**config.mk**
```make
export PLATFORM = sky130hd
export DESIGN_NAME = gamepad_event_report_builder
export DESIGN_NICKNAME = d
export VERILOG_FILES = /design/src/design/gerb_pkg.sv /design/src/design/gerb_in_reg.sv /design/src/design/gerb_report_core.sv /design/src/design/gerb_out_reg.sv /design/src/design/gamepad_event_report_builder.sv
export VERILOG_INCLUDE_DIRS = /design/src /design/src/design
export SDC_FILE = /design/constraint.sdc
export NUM_CORES = 1
export LEC_CHECK = 0
export BUFFER_PORTS_ARGS = -buffer_cell sky130_fd_sc_hd__buf_2
export CORE_UTILIZATION = 35
export CTS_CLUSTER_DIAMETER = 100
export CTS_CLUSTER_SIZE = 24
export DETAILED_ROUTE_END_ITERATION = 10
export SLEW_MARGIN = 20
export SYNTH_ARGS = -nofsm -noshare
export SYNTH_HDL_FRONTEND = slang
export SYNTH_SLANG_ARGS = --single-unit
```
**constraint.sdc**
```tcl
create_clock -name clk -period 4.5 [get_ports clk]
set_input_delay 0.675 -clock clk [delete_from_list [all_inputs] [get_ports clk]]
set_output_delay 0.675 -clock clk [all_outputs]
set_load 0.005 [all_outputs]
```
**src/design/gamepad_event_report_builder_assert.svh**
```systemverilog
// Assertion macros for the gamepad event report builder.
// Expects signals clk and rst_n in the scope where a macro is used.
`ifndef GAMEPAD_EVENT_REPORT_BUILDER_ASSERT_SVH
`define GAMEPAD_EVENT_REPORT_BUILDER_ASSERT_SVH

// Check a condition at every clock edge outside reset.
`define GERB_ASSERT_ALWAYS(label, cond, msg) \
    label: assert property (@(posedge clk) disable iff (!rst_n) (cond)) else $error(msg);

// Check that a condition in one cycle implies another in the next cycle.
`define GERB_ASSERT_NEXT(label, ante, cons, msg) \
    label: assert property (@(posedge clk) disable iff (!rst_n) (ante) |=> (cons)) \
        else $error(msg);

`endif

```
**src/design/gerb_pkg.sv**
```systemverilog
// Shared types, codes and the button position table of the report builder.
// No dependencies.
package gerb_pkg;

    localparam int REPORT_LEN   = 7;
    localparam int BUTTON_COUNT = 17;
    localparam int IN_WIDTH     = 32;
    localparam int OUT_WIDTH    = REPORT_LEN * 8;

    localparam logic [1:0] KIND_BUTTON = 2'd0;
    localparam logic [1:0] KIND_AXIS   = 2'd1;

    localparam logic [7:0] AXIS_LEFT_X  = 8'd0;
    localparam logic [7:0] AXIS_LEFT_Y  = 8'd1;
    localparam logic [7:0] AXIS_RIGHT_X = 8'd3;
    localparam logic [7:0] AXIS_RIGHT_Y = 8'd4;
    localparam logic [7:0] AXIS_HAT_X   = 8'd6;
    localparam logic [7:0] AXIS_HAT_Y   = 8'd7;

    // First of the two button slots that each hat axis drives
    localparam logic [7:0] HAT_X_FIRST = 8'd15;
    localparam logic [7:0] HAT_Y_FIRST = 8'd13;

    localparam logic [7:0] AXIS_REST = 8'd127;

    typedef struct packed {
        logic [1:0]         kind;
        logic [7:0]         number;
        logic signed [15:0] value;
    } event_t;

    typedef logic [REPORT_LEN-1:0][7:0] report_t;

    typedef struct packed {
        logic [2:0] byte_sel;
        logic [2:0] bit_sel;
    } btn_pos_t;

    typedef struct packed {
        logic advance;
        logic emit;
    } stage_ctrl_t;

    localparam report_t REPORT_RESET = {8'd0, 8'd0, 8'd0,
                                        AXIS_REST, AXIS_REST, AXIS_REST, AXIS_REST};

    function automatic btn_pos_t btn_pos(input logic [4:0] n);
        btn_pos_t p;
        case (n)
            5'd0:    p = '{3'd4, 3'd5};
            5'd1:    p = '{3'd4, 3'd6};
            5'd2:    p = '{3'd4, 3'd7};
            5'd3:    p = '{3'd4, 3'd4};
            5'd4:    p = '{3'd5, 3'd0};
            5'd5:    p = '{3'd5, 3'd1};
            5'd6:    p = '{3'd5, 3'd2};
            5'd7:    p = '{3'd5, 3'd3};
            5'd8:    p = '{3'd5, 3'd4};
            5'd9:    p = '{3'd5, 3'd5};
            5'd10:   p = '{3'd6, 3'd0};
            5'd11:   p = '{3'd5, 3'd6};
            5'd12:   p = '{3'd5, 3'd7};
            5'd13:   p = '{3'd4, 3'd1};
            5'd14:   p = '{3'd4, 3'd3};
            5'd15:   p = '{3'd4, 3'd0};
            5'd16:   p = '{3'd4, 3'd2};
            default: p = '{3'd4, 3'd0};
        endcase
        return p;
    endfunction

endpackage

```
**src/design/gerb_in_reg.sv**
```systemverilog
// Input register of the report builder: takes one event item per cycle while s_tready is high.
// Depends on gerb_pkg.
module gerb_in_reg (
    input  logic                 clk,
    input  logic                 rst_n,
    input  logic                 s_tvalid,
    output logic                 s_tready,
    input  logic [31:0]          s_tdata,
    input  gerb_pkg::stage_ctrl_t ctrl,
    output logic                 ev_valid,
    output gerb_pkg::event_t     ev
);
    import gerb_pkg::*;

    logic   valid_reg;
    event_t ev_reg;
    logic   take;

    assign s_tready = !valid_reg || ctrl.advance;
    assign take     = s_tvalid && s_tready;
    assign ev_valid = valid_reg;
    assign ev       = ev_reg;

    always_ff @(posedge clk or negedge rst_n)
    begin
        if (!rst_n)
        begin
            valid_reg <= 1'b0;
        end
        else if (s_tready)
        begin
            valid_reg <= s_tvalid;
        end
    end

    always_ff @(posedge clk)
    begin
        if (take)
        begin
            ev_reg.kind   <= s_tdata[1:0];
            ev_reg.number <= s_tdata[9:2];
            ev_reg.value  <= s_tdata[25:10];
        end
    end

endmodule

```
**src/design/gerb_report_core.sv**
```systemverilog
// Report state and the update logic for one event item.
// Depends on gerb_pkg.
module gerb_report_core (
    input  logic                  clk,
    input  logic                  rst_n,
    input  logic                  ev_valid,
    input  gerb_pkg::event_t      ev,
    input  logic                  out_free,
    output gerb_pkg::stage_ctrl_t ctrl,
    output gerb_pkg::report_t     report_next,
    output gerb_pkg::report_t     report_state
);
    import gerb_pkg::*;

    report_t report_reg;
    report_t rep;
    logic    emit;

    // (v + 32767) >> 8, with the most negative value held at zero
    function automatic logic [7:0] normalize_axis(input logic signed [15:0] v);
        logic [16:0] sum;
        sum = {v[15], v} + 17'sd32767;
        return sum[16] ? 8'd0 : sum[15:8];
    endfunction

    assign emit = (ev.kind == KIND_BUTTON) || (ev.kind == KIND_AXIS);

    assign ctrl.emit    = emit;
    assign ctrl.advance = ev_valid && (!emit || out_free);

    always_comb
    begin
        btn_pos_t p0;
        btn_pos_t p1;
        logic [7:0] first;
        rep   = report_reg;
        first = (ev.number == AXIS_HAT_Y) ? HAT_Y_FIRST : HAT_X_FIRST;
        p0    = btn_pos(first[4:0]);
        p1    = btn_pos(first[4:0] + 5'd1);
        case (ev.kind)
            KIND_BUTTON:
            begin
                if (ev.number < 8'(BUTTON_COUNT))
                begin
                    p0 = btn_pos(ev.number[4:0]);
                    rep[p0.byte_sel][p0.bit_sel] = (ev.value != 16'sd0);
                end
            end
            KIND_AXIS:
            begin
                case (ev.number)
                    AXIS_LEFT_X:  rep[0] = normalize_axis(ev.value);
                    AXIS_LEFT_Y:  rep[1] = normalize_axis(ev.value);
                    AXIS_RIGHT_X: rep[2] = normalize_axis(ev.value);
                    AXIS_RIGHT_Y: rep[3] = normalize_axis(ev.value);
                    AXIS_HAT_X, AXIS_HAT_Y:
                    begin
                        if (ev.value < 16'sd0)
                        begin
                            rep[p0.byte_sel][p0.bit_sel] = 1'b1;
                        end
                        else if (ev.value > 16'sd0)
                        begin
                            rep[p1.byte_sel][p1.bit_sel] = 1'b1;
                        end
                        else
                        begin
                            rep[p0.byte_sel][p0.bit_sel] = 1'b0;
                            rep[p1.byte_sel][p1.bit_sel] = 1'b0;
                        end
                    end
                    default: rep = report_reg;
                endcase
            end
            default: rep = report_reg;
        endcase
    end

    assign report_next  = rep;
    assign report_state = report_reg;

    always_ff @(posedge clk or negedge rst_n)
    begin
        if (!rst_n)
        begin
            report_reg <= REPORT_RESET;
        end
        else if (ctrl.advance && emit)
        begin
            report_reg <= rep;
        end
    end

endmodule

```
**src/design/gerb_out_reg.sv**
```systemverilog
// Result register of the report builder: holds one report until taken.
// Depends on gerb_pkg.
module gerb_out_reg (
    input  logic                  clk,
    input  logic                  rst_n,
    input  gerb_pkg::stage_ctrl_t ctrl,
    input  gerb_pkg::report_t     report_next,
    output logic                  out_free,
    output logic                  m_tvalid,
    input  logic                  m_tready,
    output logic [55:0]           m_tdata
);
    import gerb_pkg::*;

    logic    valid_reg;
    report_t data_reg;
    logic    load;

    assign load     = ctrl.advance && ctrl.emit;
    assign out_free = !valid_reg || m_tready;
    assign m_tvalid = valid_reg;
    assign m_tdata  = data_reg;

    always_ff @(posedge clk or negedge rst_n)
    begin
        if (!rst_n)
        begin
            valid_reg <= 1'b0;
        end
        else if (out_free)
        begin
            valid_reg <= load;
        end
    end

    always_ff @(posedge clk)
    begin
        if (load)
        begin
            data_reg <= report_next;
        end
    end

endmodule

```
**src/design/gamepad_event_report_builder.sv**
```systemverilog
// Top level of the gamepad event report builder.
// Depends on gerb_pkg, gerb_in_reg, gerb_report_core, gerb_out_reg and the assert header.
//
// Usage:
//   Event items enter on the s_ stream channel; each one is a joystick event
//   (kind, number, value). Button and axis events update a seven-byte
//   controller report and send the whole report out as one item on the m_
//   channel. Other event kinds change nothing and send nothing.
//   An accepted item passes the input register, then the result register,
//   which raises m_tvalid with the report. Throughput: one item per cycle,
//   sustained, as long as the receiver takes results. The path that sets
//   that figure is the report update between the two registers: a table
//   lookup, one or two bit writes or one 17-bit add with a shift.
//   When the receiver stalls, the result register holds its report and the
//   input register holds the next event; s_tready drops only when both are
//   full. Events that emit nothing still drain while the output stalls.
//   Reset clears both stages and sets report bytes 0 to 3 to 127 (sticks
//   centered) and bytes 4 to 6 to zero (no buttons).
module gamepad_event_report_builder (
    input  logic        clk,
    input  logic        rst_n,
    input  logic        s_tvalid,
    output logic        s_tready,
    // s_tdata from bit 0: event_kind[1:0], event_number[9:2],
    // event_value[25:10] (signed), zero fill [31:26]
    input  logic [31:0] s_tdata,
    output logic        m_tvalid,
    input  logic        m_tready,
    // m_tdata from bit 0: left_stick_x, left_stick_y, right_stick_x,
    // right_stick_y, button_byte_a, button_byte_b, button_byte_c (8 bits each)
    output logic [55:0] m_tdata
);
    import gerb_pkg::*;

    logic        ev_valid;
    event_t      ev;
    stage_ctrl_t ctrl;
    report_t     report_next;
    report_t     report_state;
    logic        out_free;

    // Hold the incoming event
    gerb_in_reg u_in_reg (
        .clk      (clk),
        .rst_n    (rst_n),
        .s_tvalid (s_tvalid),
        .s_tready (s_tready),
        .s_tdata  (s_tdata),
        .ctrl     (ctrl),
        .ev_valid (ev_valid),
        .ev       (ev)
    );

    // Apply the event to the report state
    gerb_report_core u_core (
        .clk          (clk),
        .rst_n        (rst_n),
        .ev_valid     (ev_valid),
        .ev           (ev),
        .out_free     (out_free),
        .ctrl         (ctrl),
        .report_next  (report_next),
        .report_state (report_state)
    );

    // Hold the finished report for the receiver
    gerb_out_reg u_out_reg (
        .clk         (clk),
        .rst_n       (rst_n),
        .ctrl        (ctrl),
        .report_next (report_next),
        .out_free    (out_free),
        .m_tvalid    (m_tvalid),
        .m_tready    (m_tready),
        .m_tdata     (m_tdata)
    );

`include "gamepad_event_report_builder_assert.svh"

    // An empty input stage must always take a new item
    `GERB_ASSERT_ALWAYS(a_ready_when_empty, ev_valid || s_tready, "empty input stage not ready")

    // A button or axis event that moves on must show up as a result next cycle
    `GERB_ASSERT_NEXT(a_emit_loads_out, ctrl.advance && ctrl.emit, m_tvalid, "report lost")

    // An event of another kind must leave the report untouched
    `GERB_ASSERT_NEXT(a_other_holds, ev_valid && !ctrl.emit, $stable(report_state), "state moved")

    // The unused high bits of the last report byte stay clear
    `GERB_ASSERT_ALWAYS(a_byte_c_unused, report_state[6][7:1] == 7'd0, "unused report bits set")

endmodule
```
==> key figures <==
Outcome
  – Outcome: finished, violations left
  – Failing checks: design-rule violations

Setup path
  – FF-to-FF setup slack: 1.55 ns
  – CP Capture Type: flip-flop
  – Top delay family on crit path: simple AND/OR/NAND/NOR gates
  – Critical Path End: u_out_reg.m_tdata[30]
  – CP cell instances: or4_1 > nor3_2 > a21boi_0 > nor2_1 > mux2i_1
  – Worst R2R Start: u_in_reg.ev[10]
  – R2R depth: 5
  – CP arrival: 3.08 ns
  – Critical path depth: 5
  – Crit path required time: roughly 4.6 ns
  – Reg2reg end: u_out_reg.m_tdata[30]
  – Slowest stage cell, crit path: nor3_2
  – CP max stage delay: between 0.6 and 0.7 ns
  – Bufs and invs on worst path: 0
  – Crit path from: u_in_reg.ev[10]
  – Worst Path Max Fanout: 14
  – Kind of critical path: flip-flop to flip-flop
  – Startpoint Class: flip-flop

GRT
  – Vias in the first global route: 4,493
  – GRT Residual Overflow: 0
  – All-Layer GR Usage: between 10% and 20%
  – Initial antenna violation count: 0
  – Largest net degree at the start of global routing: between 40 and 50
  – First-pass GRT wire length: around 23 mm

Power and ir drop
  – Net Sw Frac: approximately a quarter
  – Pleak: between 2 and 3 nW
  – Clock group share of total power: between 40% and 50%
  – Power density over cell area: 393 nW/um^2
  – Seq pwr share: around 50%
  – Pint: approximately 2.3 mW
  – Worst VDD drop: about 240 uV
  – Switching Power: 722 uW
  – Combinational power share: 7.2%

CTS
  – Clock Sinks: between 100 and 150
  – H-tree depth: 4
  – CTS tree: built
  – CTS hold repair buffers: 0
  – Clock-pin slew on the worst setup and hold paths: 0.06 ns
  – Cells resized by post-CTS repair: 0
  – Total CTS buffers: 17
  – Clk root buf: clkbuf_16
  – Post-CTS setup buffers: 0
  – CTS Buffer Depth: 2
  – Clock Latency Late Sink: 0.42 ns

Yosys
  – Seq/Total Area, Yosys: between 60% and 70%
  – Total of flip-flops plus latches after synthesis: about 150
  – Area leader, netlist: edfxtp_1
  – Cells after Synth: between 500 and 600
  – Synth async-reset ratio: about two fifths
  – Synth area leaders: edfxtp_1, dfrtp_1, dfstp_2, o21ai_0, nand2_1
  – Synth Warn #: 0
  – Syn_nets: 606
  – Main synth FF type: edfxtp_1
  – Netlist cell types: 62
  – Share of the synthesized area in the top cell type: around 38%
  – EDFF count, synth: just over 80
  – Synthesized area: between 6000 and 7000 sq um
  – Synth Area per Inst: 11.5 sq um

STA
  – Clock skew: 0.00801 ns
  – Fmax: approximately 340 MHz
  – Slew @ Worst Pin: between 0.9 and 1 ns
  – Period utilization: about two thirds
  – Worst slew margin: about 34%
  – Final TNS setup: 0 ns
  – RSZ-0062 raised after global routing: no
  – Post-layout minimum cycle time: between 2 and 3 ns
  – Max Transition Viols Final: 0
  – Final hold violations: 0
  – Final Setup Violations: 0

Detailed routing
  – Vias/cell: about 5.3
  – Detail Route Antenna Nets: 0
  – Drt pass-1 iters: 8
  – DRT Wirelength: ~14 mm
  – Remaining DRCs: 12
  – Wire length per cell: about 16 microns
  – Initial DRC Count: between 300 and 400
  – Via count: 4,700

Cells and area
  – Share of cells above drive strength 1: 29.2%
  – # nets final: a little under 700
  – P&R area growth vs syn: 17.9%
  – Ant. Diodes: 0
  – Fillers: 1,688
  – Final Cell Area: 7690 sq um

Placed design
  – Placer Congestion: around 0.84
  – Detailed Place HPWL: slightly below 10 mm
  – Placed Area: 7130 sq um
  – I/O Buffers: 87

Floorplanning
  – Core ar.: between 15,000 and 20,000 sq um
  – I/O pin cnt: 94
  – Row cnt: between 40 and 50
  – Die area: about 19,000 sq um
  – Starting density of the core: approximately 36%
  – Die height: 139 microns
  – Die Width: 139 microns

Hold path
  – Min-Delay Path Class: input port to async pin

Run
  – Max cap viols: 0
## cells in the final DEF (no fill, tap or decap), types with 7 or more instances in the layout
master / netlist / layout
a21oi_1: 29 / 29
a31oi_1: 13 / 13
buf_2: 10 / 87
clkbuf_16: 0 / 17
dfrtp_1: 30 / 30
dfstp_2: 28 / 28
edfxtp_1: 82 / 82
inv_1: 11 / 10
mux2_2: 20 / 20
mux2i_1: 9 / 9
nand2_1: 65 / 65
nand2b_1: 7 / 7
nand3_1: 11 / 11
nor2_1: 31 / 31
nor3_1: 19 / 19
o21ai_0: 63 / 63
o21ai_1: 9 / 9
o31ai_1: 17 / 17
## cell type report
| cell class | count | area, sq um | share of cell area (%) |
|---|---|---|---|
| sequential | 145 | 4050 | 52.6 |
| multi-input combinational | 377 | 2290 | 29.7 |
| clock buffer | 22 | 474 | 6.16 |
| timing repair buffer | 92 | 473 | 6.15 |
| tap | 229 | 287 | 3.72 |
| clock inverter | 10 | 77.6 | 1.01 |
| inverter | 12 | 45.0 | 0.586 |
## power groups by stage
| stage | Combinational (mW) | Sequential [mW] | Clock [mW] |
|---|---|---|---|
| after CTS | 0.218 | 1.51 | 1.32 |
| final | 0.218 | 1.52 | 1.29 |
| after global routing | 0.246 | 1.52 | 1.37 |
| after floorplan | 0.133 | 1.53 | 0 |
| after global placement | 0.211 | 1.54 | 0 |
| after detailed placement | 0.218 | 1.54 | 0 |
## metrics by stage
stage               util, %  setup slack, ns  cells  power, mW  hold WS (ns)
detailed placement     39.4             1.57    855       1.76         0.472
floorplan                 -             2.00    568       1.66         0.379
finish                 42.5             1.55    887       3.02         0.394
global placement       39.4             1.63    855       1.75         0.462
CTS                    42.4             1.56    887       3.05         0.407
global route           42.5             1.35    887       3.14         0.408
## worst register-to-register path: stages (launching register included)
cell,delay (ns)
edfxtp_1,0.44
or4_1,0.60
nor3_2,0.66
a21boi_0,0.21
nor2_1,0.55
mux2i_1,0.20
## metal layers
| layer | track usage [%] | vias to the layer above | share of wire [%] |
|---|---|---|---|
| met1 | 20.8 | 2279 | 48 |
| li1 | - | 2272 | - |
| met3 | 3.26 | 18 | 4.4 |
| met4 | 7.33 | 0 | 1.7 |
| met2 | 23.8 | 131 | 46 |
| met5 | 0 | - | 0 |
## Yosys cell counts (6+ instances only)
| library cell | number |
|---|---|
| o31ai_1 | 17 |
| o21ai_1 | 9 |
| edfxtp_1 | 82 |
| nor4_1 | 8 |
| nor2b_1 | 6 |
| mux2i_1 | 9 |
| dfrtp_1 | 30 |
| clkbuf_1 | 20 |
| nor3_1 | 19 |
| buf_2 | 10 |
| a21oi_1 | 29 |
| inv_1 | 11 |
| nand2b_1 | 7 |
| nand2_1 | 65 |
| mux2_2 | 20 |
| nand3_1 | 11 |
| a31oi_1 | 13 |
| nor2_1 | 31 |
| dfstp_2 | 28 |
| o21ai_0 | 63 |
## how the worst min path moves through the flow
stage,startpoint,end,slack (ns),depth (start not counted)
final,rst_n,u_in_reg.ev_valid,0.39,1
after global placement,u_core.report_state[15],u_core.report_state[15],0.46,2
after CTS,s_tdata[10],u_in_reg.ev[0],0.41,1
after global routing,s_tdata[9],u_in_reg.ev[23],0.41,1
after floorplan,rst_n,u_core.report_state[15],0.38,0
after detailed placement,u_core.report_state[7],u_core.report_state[7],0.47,2
## logic make-up after synthesis
kind of cell    after synthesis  share of synthesized area [%]
simple gates                187                           15.0
compound gates              158                           14.4
flops                       145                           62.1
buf+inv                      46                           3.18
mux                          29                           4.83
fa+ha+maj                     2                          0.384
xor+xnor                      1                          0.134
Note: power is estimated with default switching activity, not from simulation.
